### config.mk
export PLATFORM = sky130hd
export DESIGN_NAME = cpoe_table
export DESIGN_NICKNAME = d
export VERILOG_FILES = /design/src/hdl/cpoe_pkg.sv /design/src/hdl/cpoe_table.sv
export SDC_FILE = /design/constraint.sdc
export NUM_CORES = 2
export LEC_CHECK = 0
export BUFFER_PORTS_ARGS = -buffer_cell sky130_fd_sc_hd__clkbuf_2
export CORE_MARGIN = 5
export CORE_UTILIZATION = 60
export CTS_CLUSTER_SIZE = 14
export DETAILED_ROUTE_END_ITERATION = 16
export PLACE_DENSITY = 0.75
export SYNTH_ARGS = -nofsm -noshare
export SYNTH_HDL_FRONTEND = slang
export SYNTH_SLANG_ARGS = --single-unit
### constraint.sdc
create_clock -name clk -period 10 [get_ports clk]
set_clock_uncertainty 0.15 [all_clocks]
set_input_delay 2 -clock clk [delete_from_list [all_inputs] [get_ports clk]]
set_output_delay 2 -clock clk [all_outputs]
set_load 0.005 [all_outputs]
### src/hdl/cpoe_pkg.sv
// Shared constants and types for the collider pair overlap event block.
// No dependencies; imported by every module under hdl.
package cpoe_pkg;

  localparam int MAX_SLOTS_DEF  = 32;
  localparam int COORD_BITS_DEF = 16;

  // Slot field and result queue sizing
  localparam int SLOT_W     = 5;
  localparam int HIT_CAP    = 31;
  localparam int CNT_W      = $clog2(HIT_CAP + 1);
  localparam int OUT_DATA_W = 8;

  // Flag bits at the bottom of a table row
  localparam int FLAG_W       = 4;
  localparam int FLAG_PRESENT = 0;
  localparam int FLAG_ENABLED = 1;
  localparam int FLAG_ACTION  = 2;
  localparam int FLAG_SPHERE  = 3;

  // Input selector
  localparam logic MODE_WRITE = 1'b0;
  localparam logic MODE_QUERY = 1'b1;

  typedef struct packed {
    logic              valid;
    logic              q_sphere;
    logic              o_sphere;
    logic [SLOT_W-1:0] slot;
  } pair_in_t;

  typedef struct packed {
    logic              valid;
    logic              hit;
    logic [SLOT_W-1:0] slot;
  } pair_out_t;

endpackage

### src/hdl/cpoe_table.sv
// Collider table: one write port, one registered read port.
// Depends on cpoe_pkg.
module cpoe_table
  import cpoe_pkg::*;
#(
  parameter int MAX_SLOTS = MAX_SLOTS_DEF,
  parameter int ROW_W     = 97,
  parameter int ADDR_W    = $clog2(MAX_SLOTS)
) (
  input  logic              clk,
  input  logic              we,
  input  logic [ADDR_W-1:0] waddr,
  input  logic [ROW_W-1:0]  wdata,
  input  logic [ADDR_W-1:0] raddr,
  output logic [ROW_W-1:0]  rdata
);

  logic [ROW_W-1:0] mem [MAX_SLOTS];

  always_ff @(posedge clk) begin
    if (we) begin
      mem[waddr] <= wdata;
    end
    rdata <= mem[raddr];
  end

endmodule

==> flow_metrics.tcl <==
set metrics [dict create \
    synth-compound-area-share 0.0396 \
    ys_top_cells_by_area "edfxtp_1 (78%), mux4_2 (7.3%), mux2i_1 (6.5%)" \
    critical_path_class "input port to register" \
    drtPass1Iterations 6 \
    clock.fmax_mhz 204 \
    multi_input_area_um2 23400 \
    numPortBuffers 205 \
    synth-xor-area-share 0 \
    hold_viol_final 0 \
    synthCells 5666 \
    synth_simple_gate_area_frac 0.0149 \
    synthMuxAreaShare 0.138 \
    worst_path_largest_cell_delay_ns 1.04 \
    critPathSlowestCell "nor2_4" \
    postCtsHoldBufs 0 \
    cap_violations 0 \
    cpLargestDelayFamily "simple AND/OR/NAND/NOR gates" \
    vias_per_cell 6.77 \
    final_common_cell "edfxtp_1" \
    worst-path-buf-inv 3 \
    cts_tree "built" \
    avgRoutedWirePerCell_um 33.2 \
    tightest_slew_ns 1.27 \
    hp-class "register to register" \
    clock-sinks 3201 \
    die-area_um2 209000 \
    boundaryPins 206 \
    timing.final.max_slew_violations 0 \
    fin_util 0.674 \
    nets 6099 \
    yosys.area.top_type_share 0.778 \
    dp_slack_ns 4.16 \
    arrival_ns 5.28 \
    numCtsBuffers 326 \
    startpoint_type "input port" \
    yosysSeqAreaShare 0.794 \
    drtIter0Drc 7977 \
    irDropWorstVdd_mv 0.212 \
    syn2layout_area_growth_pct 12.1 \
    finalWirelength_um 296000 \
    fillers 12100 \
    synth.distinct_cells 38 \
    grt_pass1_wl_um 424000 \
    die_x_um 457 \
    cp_max_fo 30 \
    seq_area_um2 95200 \
    clk_pin_slew_ns 0.06 \
    drive_gt1_frac 0.193 \
    final_antenna_net_count 0 \
    cts_resized 0 \
    setup_violations 0 \
    final_cell_mix "edfxtp_1 (3,104), mux2i_1 (774), a22oi_1 (511), mux4_2 (389), clkbuf_16 (331)" \
    postSynthNetCount 5775 \
    min_period_ns 4.90 \
    cts_max_path_buffers 4 \
    endpoint_kind "register" \
    grt-ovfl-total 0 \
    std_cell_rows 164 \
    root_buffer "clkbuf_16" \
    synth_adder_area_share 0 \
    vias 60300 \
    status "finished clean" \
    clock_latency_ns 0.93 \
    p_per_area_nw_per_um2 208 \
    synth_top_family_by_area "multiplexers" \
    dp_hpwl_um 137000 \
    rsz0062_at_grt "false" \
    cp_data_required_time_ns 10.38 \
    die_h_um 457 \
    synth_area_leader_cell "edfxtp_1" \
    power.total_uw 28000 \
    start_util 0.602 \
    drc 0 \
    timing.reg2reg.setup_slack_ns 8.08 \
    crit_top_cell "buf_4" \
    crit_chain "clkbuf_2 > nand3_1 > nor2_4 > buf_4 > buf_4" \
    setup_ws_ns 5.10 \
    ys_ff_latch 3201 \
    p_leak_uw 0.0442 \
    synth_warnings 0 \
    finalSetupTns_ns 0 \
    whs_ns 0.445 \
    fp.coreArea_um2 199000 \
    antenna_found_initial 19 \
    place.gp.congestion 0.749 \
    grt_max_degree 133 \
    grt_pass1_vias 60300 \
    relSlewSlack 0.155 \
    grt_usage 0.281 \
    postSynthAreaPerCell_um2 21.2 \
    fin_crit_sh 0.490 \
    cts_setup_buffers 0 \
    ctsHtreeMaxLevel 5 \
    syn_area_um2 120000 \
]
==> stage by stage <==
stage	instance area, µm²	instances
2_1_floorplan	120000	5666
3_3_place_gp	124000	8317
3_5_place_dp	124000	8318
4_1_cts	134000	8894
5_1_grt	134000	8901
6_report	134000	8910
==> synth_stat cells (all sizes together) <==
cell       n
edfxtp  3104
mux2i    774
a22oi    511
mux4     389
buf      203
nand3    194
clkbuf   117
dfxtp     97
a22o      53
a31oi     53
nor2      47
nand4     44
nand2     17
nor2b     15
a21oi     10
and2      10
nand3b     5
a32oi      4
nor3       4
nand2b     2
or3        2
or3b       2
a211o      1
a211oi     1
and3       1
and3b      1
inv        1
mux2       1
nor4b      1
o22ai      1
o31ai      1
==> final timing paths <==
check | startpoint | end | cells past startpoint
worst max register to register | mem[14][3] | rdata[3] | 4
worst min register to register | mem[20][85] | rdata[85] | 4
worst min-delay path | mem[20][85] | rdata[85] | 4
worst max-delay path | we | mem[15][74] | 5
==> worst register-to-register path, cell delays in order, from the launching register on <==
cell and delay, ns:
edfxtp_1 0.38, mux4_2 0.49, a22o_1 0.27, a31oi_1 0.34, nand3_1 0.13
==> kinds of logic (layout without fill, tap and decap cells) <==
group,after synthesis,in the layout
AOI/OAI and AO/OA,635,635
muxes,1164,1164
other,0,16
DFF,3201,3201
and+or+nand+nor,345,345
buffers and inverters,321,893
==> routing by layer <==
metal  track usage  wire, µm  part of all wire  vias up
li1              -         -                 -    24400
met1         0.386    109000              0.37    31700
met2         0.465    148000              0.50     3630
met3        0.0472     28800             0.097      629
met4        0.0979     10500             0.035       10
met5             0        70           0.00024        -
==> report_power, final <==
part	total, µW	internal [µW]	switching, µW
logic	1230	433	793
registers	15000	14900	101
clock network	11700	6860	4840
total	28000	22200	5730
==> area by class of cell <==
type                            count  share of cell area
Sequential cell                  3201               0.708
Timing Repair Buffer              316              0.0165
Multi-Input combinational cell   2144               0.174
Clock inverter                    142             0.00955
Clock buffer                      434              0.0664
Inverter                            1           0.0000279
Tap cell                         2656              0.0247
Antenna cell                       16            0.000298
==> registers in the layout (all words and copies together), names as in the netlist <==
name	cells
mem	3104
rdata	97
No activity file was read; power rests on OpenSTA's default activity.
