<file path="src/hdl/cpoe_pkg.sv">
// Shared constants and types for the collider pair overlap event block.
// No dependencies; imported by every module under hdl.
package cpoe_pkg;

  localparam int MAX_SLOTS_DEF  = 32;
  localparam int COORD_BITS_DEF = 16;

  // Slot field and result queue sizing
  localparam int SLOT_W     = 5;
  localparam int HIT_CAP    = 31;
  localparam int CNT_W      = $clog2(HIT_CAP + 1);
  localparam int OUT_DATA_W = 8;

  // Flag bits at the bottom of a table row
  localparam int FLAG_W       = 4;
  localparam int FLAG_PRESENT = 0;
  localparam int FLAG_ENABLED = 1;
  localparam int FLAG_ACTION  = 2;
  localparam int FLAG_SPHERE  = 3;

  // Input selector
  localparam logic MODE_WRITE = 1'b0;
  localparam logic MODE_QUERY = 1'b1;

  typedef struct packed {
    logic              valid;
    logic              q_sphere;
    logic              o_sphere;
    logic [SLOT_W-1:0] slot;
  } pair_in_t;

  typedef struct packed {
    logic              valid;
    logic              hit;
    logic [SLOT_W-1:0] slot;
  } pair_out_t;

endpackage

</file>
<file path="src/hdl/cpoe_pair_unit.sv">
// Four-stage pair overlap tester: box-box, sphere-sphere and box-sphere.
// Takes one candidate pair per cycle. Depends on cpoe_pkg.
module cpoe_pair_unit
  import cpoe_pkg::*;
#(
  parameter int COORD_BITS = COORD_BITS_DEF
) (
  input  logic                         clk,
  input  logic                         rst,
  input  pair_in_t                     ctl,
  input  logic signed [COORD_BITS-1:0] qc [3],
  input  logic        [COORD_BITS-2:0] qh [3],
  input  logic signed [COORD_BITS-1:0] oc [3],
  input  logic        [COORD_BITS-2:0] oh [3],
  output pair_out_t                    res,
  output logic                         busy
);

  localparam int CW   = COORD_BITS;
  localparam int HW   = CW - 1;
  localparam int MW   = CW + 1;
  localparam int SQW  = 2 * MW;
  localparam int SUMW = SQW + 2;
  localparam int RW   = CW;
  localparam int RSQW = 2 * RW;

  // stage A: centre distance per axis
  logic signed [MW-1:0] e      [3];
  logic        [MW-1:0] ae_c   [3];
  logic        [HW-1:0] sub_c  [3];
  logic        [RW-1:0] hsum_c [3];
  logic        [RW-1:0] r_c;

  always_comb begin
    for (int k = 0; k < 3; k++) begin
      e[k]      = {qc[k][CW-1], qc[k]} - {oc[k][CW-1], oc[k]};
      ae_c[k]   = e[k][MW-1] ? (~e[k] + 1'b1) : e[k];
      hsum_c[k] = {1'b0, qh[k]} + {1'b0, oh[k]};
      if (ctl.q_sphere && !ctl.o_sphere) begin
        sub_c[k] = oh[k];
      end else if (!ctl.q_sphere && ctl.o_sphere) begin
        sub_c[k] = qh[k];
      end else begin
        sub_c[k] = '0;
      end
    end
    if (ctl.q_sphere && ctl.o_sphere) begin
      r_c = {1'b0, qh[0]} + {1'b0, oh[0]};
    end else if (ctl.q_sphere) begin
      r_c = {1'b0, qh[0]};
    end else if (ctl.o_sphere) begin
      r_c = {1'b0, oh[0]};
    end else begin
      r_c = '0;
    end
  end

  logic              a_v, b_v, c_v;
  logic [SLOT_W-1:0] a_slot, b_slot, c_slot;
  logic              a_bb, b_bb, c_bb;
  logic [MW-1:0]     a_ae   [3];
  logic [HW-1:0]     a_sub  [3];
  logic [RW-1:0]     a_hsum [3];
  logic [RW-1:0]     a_r, b_r;

  // stage B: distance past the box face, box-box axis checks
  logic [MW-1:0]     b_mag  [3];
  logic [2:0]        b_ok;

  // stage C: squares
  logic [SQW-1:0]    c_sq   [3];
  logic [RSQW-1:0]   c_rsq;
  logic              c_all;

  logic [SUMW-1:0]   dsq;

  always_comb begin
    dsq = {2'b00, c_sq[0]} + {2'b00, c_sq[1]} + {2'b00, c_sq[2]};
  end

  always_ff @(posedge clk) begin
    if (rst) begin
      a_v       <= 1'b0;
      b_v       <= 1'b0;
      c_v       <= 1'b0;
      res.valid <= 1'b0;
    end else begin
      a_v       <= ctl.valid;
      b_v       <= a_v;
      c_v       <= b_v;
      res.valid <= c_v;
    end

    a_slot <= ctl.slot;
    a_bb   <= !ctl.q_sphere && !ctl.o_sphere;
    a_r    <= r_c;
    for (int k = 0; k < 3; k++) begin
      a_ae[k]   <= ae_c[k];
      a_sub[k]  <= sub_c[k];
      a_hsum[k] <= hsum_c[k];
    end

    b_slot <= a_slot;
    b_bb   <= a_bb;
    b_r    <= a_r;
    for (int k = 0; k < 3; k++) begin
      b_mag[k] <= (a_ae[k] > {2'b00, a_sub[k]}) ? (a_ae[k] - {2'b00, a_sub[k]}) : '0;
      b_ok[k]  <= a_ae[k] <= {1'b0, a_hsum[k]};
    end

    c_slot <= b_slot;
    c_bb   <= b_bb;
    c_all  <= &b_ok;
    c_rsq  <= {{RW{1'b0}}, b_r} * {{RW{1'b0}}, b_r};
    for (int k = 0; k < 3; k++) begin
      c_sq[k] <= {{MW{1'b0}}, b_mag[k]} * {{MW{1'b0}}, b_mag[k]};
    end

    res.slot <= c_slot;
    res.hit  <= c_bb ? c_all : (dsq <= {{(SUMW - RSQW){1'b0}}, c_rsq});
  end

  assign busy = a_v || b_v || c_v || res.valid;

endmodule
</file>
<file path="config.mk">
export PLATFORM = sky130hd
export DESIGN_NAME = cpoe_pair_unit
export DESIGN_NICKNAME = d
export VERILOG_FILES = /design/src/hdl/cpoe_pkg.sv /design/src/hdl/cpoe_pair_unit.sv
export SDC_FILE = /design/constraint.sdc
export NUM_CORES = 2
export LEC_CHECK = 0
export BUFFER_PORTS_ARGS = -buffer_cell sky130_fd_sc_hd__buf_2
export CORE_ASPECT_RATIO = 0.8
export CORE_MARGIN = 3
export CORE_UTILIZATION = 44
export DETAILED_ROUTE_END_ITERATION = 12
export HOLD_SLACK_MARGIN = 0.06
export PLACE_DENSITY_LB_ADDON = 0.25
export RECOVER_POWER = 25
export SYNTH_ARGS = -nofsm -noshare
export SYNTH_HDL_FRONTEND = slang
export SYNTH_SLANG_ARGS = --single-unit
</file>
<file path="constraint.sdc">
create_clock -name clk -period 19 [get_ports clk]
set_input_delay 2.85 -clock clk [delete_from_list [all_inputs] [get_ports clk]]
set_output_delay 2.85 -clock clk [all_outputs]
set_load 0.1 [all_outputs]
</file>
==> results.py <==
metrics = {
    "synth": {
        "synth_edf_count": 0,
        "synthFlopType": "dfxtp_1",
        "yosysWarnings": 0,
        "synth_common_cells": "1321 x inv_1, 778 x fa_1, 683 x ha_1",
        "synth_most_common_cell": "inv_1",
        "synth_area_mm2": 0.0524,
        "synthTopCellsByArea": "fa_1 30%, ha_1 16%, dfxtp_1 15%, inv_1 9.5%, xnor2_1 3.7%",
        "ys_types": 88,
        "synthArstFlopShare_pct": 0,
        "yosys.area.top_type_share_pct": 29.7,
        "postSynthCellCount": 5775,
        "ys_seq_area_share_pct": 14.9,
        "synth_largest_area_cell": "fa_1",
        "ys_ff_latch": 389,
        "avgSynthCellArea_um2": 9.07,
    },
    "cells_and_area": {
        "diodes": 0,
        "multiInputGateArea_mm2": 0.0392,
        "nets": 7580,
        "synthToLayoutAreaGrowth_pct": 7.93,
        "regArea_mm2": 0.00779,
        "drive_gt1_share_pct": 5.77,
        "final_cells": 7496,
        "fill_cells": 11070,
    },
    "cts": {
        "cts_buffers": 46,
        "cts_resized": 0,
        "clk_pin_slew_ns": 0.06,
        "post_cts_buffers": 0,
        "clock_path_buffers": 3,
        "clk_latency_ns": 0.62,
        "ctsHtreeMaxLevel": 2,
        "cts_tree": "yes",
        "cts_hold_buffers": 0,
        "clock-root-buffer": "clkbuf_16",
        "clock_sinks": 389,
    },
    "run_status": {
        "status": "finished, final reports clean",
    },
    "routing": {
        "post_drt_wl_per_cell_um": 15.9,
        "num_vias": 37925,
        "first_pass_iters": 5,
        "routed_wl_um": 119000,
        "drt_iter0_markers": 2157,
        "drc": 0,
        "ant_nets": 0,
        "detail_route.vias_per_cell": 5.06,
    },
    "worst_hold_path": {
        "hp-class": "reg2reg",
        "hold_path_end": "res[0]$_DFF_P_",
        "holdPathStages": 0,
        "hp-start": "c_slot[0]$_DFF_P_",
    },
    "floorplan": {
        "initial_core_util_pct": 44.6,
        "fp.dieH_um": 315,
        "ioPinCount": 204,
        "num_rows": 112,
        "die_x_um": 392,
        "dieArea_mm2": 0.123,
        "core_mm2": 0.117,
    },
    "critical_path": {
        "slowest_stage": "dfxtp_1",
        "path_buf_inv": 5,
        "critPathMaxStageDelay_ns": 0.74,
        "r2r_slack_ns": 12.01,
        "path_max_fanout": 16,
        "cp-start-kind": "register",
        "reg2reg_from": "b_mag[0][3]$_SDFF_PP0_",
        "cp.arrival_ns": 7.54,
        "worst_r2r_path_depth": 22,
        "crit_top_cell": "fa_1",
        "worstPathCellList": "inv_1 > nor2_1 > fa_1 > inv_1 > fa_1 > fa_1 > inv_1 > fa_1 > fa_1 > inv_1 > fa_1 > inv_1 > ha_1 > nand2_1 > nor3_1 > a2111oi_0 > a21oi_1 > o21a_1 > o41a_1 > a21o_1 > a21oi_1 > xnor2_1",
        "r2r_end": "c_sq[0][33]$_DFF_P_",
        "worst_ep_required_time_ns": 19.55,
        "critPathKind": "reg2reg",
        "end_kind": "register",
        "crit_family": "adder cells",
    },
    "placement": {
        "hpwl_um": 100000,
        "gp_congestion": 0.886,
        "dpl.cell_count": 7414,
        "numPortBuffers": 203,
    },
    "grt": {
        "grt_pass1_vias": 38981,
        "grt_max_degree": 57,
        "overflow": 0,
        "grt_usage_pct": 19.9,
        "antenna_found_initial": 6,
        "grt_pass1_wl_um": 199000,
    },
    "timing": {
        "whs_ns": 0.324,
        "finalSetupViolations": 0,
        "drv_slew": 0,
        "fin_skew_ns": 0.0283,
        "maxSlewHeadroom_pct": 9.94,
        "tightest_slew_ns": 1.35,
        "fmax_mhz": 143,
        "fin_crit_sh_pct": 36.8,
        "final.setup.tns_ns": 0,
        "hold_viol_final": 0,
        "rsz0062_at_grt": "false",
        "min_period_ns": 6.99,
    },
    "run": {
        "max-cap-violations": 0,
    },
}
flip-flops by register name, indices dropped and copies added (netlist names):
register / cells
b_v: 1
a_slot: 5
a_sub: 45
c_slot: 5
c_v: 1
b_ok: 3
c_all: 1
b_bb: 1
a_ae: 51
b_r: 16
c_rsq: 31
b_slot: 5
c_sq: 99
a_hsum: 48
c_bb: 1
res: 7
a_v: 1
b_mag: 51
a_bb: 1
a_r: 16
logic make-up (layout without fill, tap and decap cells):
| kind of cell | count (synthesis) | after routing | share of synthesized area, % |
|---|---|---|---|
| xor+xnor | 313 | 313 | 5.24 |
| mux | 22 | 22 | 0.459 |
| buf+inv | 1434 | 1615 | 10.3 |
| other cells | 1 | 2 | 0.00716 |
| compound gates | 824 | 824 | 10.6 |
| flops | 389 | 389 | 14.9 |
| simple gates | 1331 | 1331 | 12.4 |
| fa+ha+maj | 1461 | 1461 | 46.1 |
worst register-to-register path: cells and delay by family (launching register included):
family	cells	cell delay (ns)
adder cells (fa/ha/maj)	7	3.16
AO/OA/AOI/OAI	6	1.90
flip-flops	1	0.74
buffers and inverters	5	0.52
AND/OR/NAND/NOR	3	0.50
XOR/XNOR	1	0.13
metrics by stage:
stage	util (%)	cell area, um^2	worst slack, ns
floorplan	-	52400	12.74
global placement	46.9	55000	12.29
detailed placement	46.9	55000	12.07
CTS	48.2	56500	12.04
global route	48.2	56500	11.60
finish	48.2	56500	12.01
cells in the final DEF, fill, tap and decap left out, types with 29 or more instances in the layout:
master        n
nand2b_1     40
o21a_1       48
inv_1      1321
xnor2_1     222
o21ai_0     112
a21oi_1     251
xor2_1       91
a22o_1       56
a211oi_1     37
ha_1        683
clkbuf_16    47
dfxtp_1     389
nor2b_1      78
buf_2       198
fa_1        778
nand2_1     446
and2_1      205
nand3_1      66
nor2_1      242
a31oi_1      38
nor3_1       97
a21o_1       97
and3_1       29
how the worst max path moves through the flow:
stage                             from                  end  slack [ns]  cells past startpoint
2_1_floorplan  b_mag[0][14]$_SDFF_PP0_  c_sq[0][33]$_DFF_P_       12.74                     22
3_3_place_gp    b_mag[0][4]$_SDFF_PP0_  c_sq[0][33]$_DFF_P_       12.29                     23
3_5_place_dp    b_mag[0][7]$_SDFF_PP0_  c_sq[0][33]$_DFF_P_       12.07                     23
4_1_cts         b_mag[0][7]$_SDFF_PP0_  c_sq[0][33]$_DFF_P_       12.04                     23
5_1_grt         b_mag[0][7]$_SDFF_PP0_  c_sq[0][33]$_DFF_P_       11.60                     23
6_report        b_mag[0][3]$_SDFF_PP0_  c_sq[0][33]$_DFF_P_       12.01                     22
routing by layer:
metal	up-vias	share of wire [%]	global-route usage [%]
met5	-	0	0
met4	0	1.4	3.45
met3	94	5.3	2.79
met2	745	44	31.2
met1	18520	49	29.5
li1	18566	-	-
area by class of cell:
class / instances / area share [%]
multi-input cells: 3953 / 69.4
flip-flops and latches: 389 / 13.8
inverters: 1321 / 8.78
well taps: 1539 / 3.41
clock buffers: 58 / 2.26
repair buffers: 212 / 1.89
clock inverters: 24 / 0.531
Power is left out: the tool's default activity adds up to more than one toggle a clock period on the data nets, which glitch-free logic cannot reach.
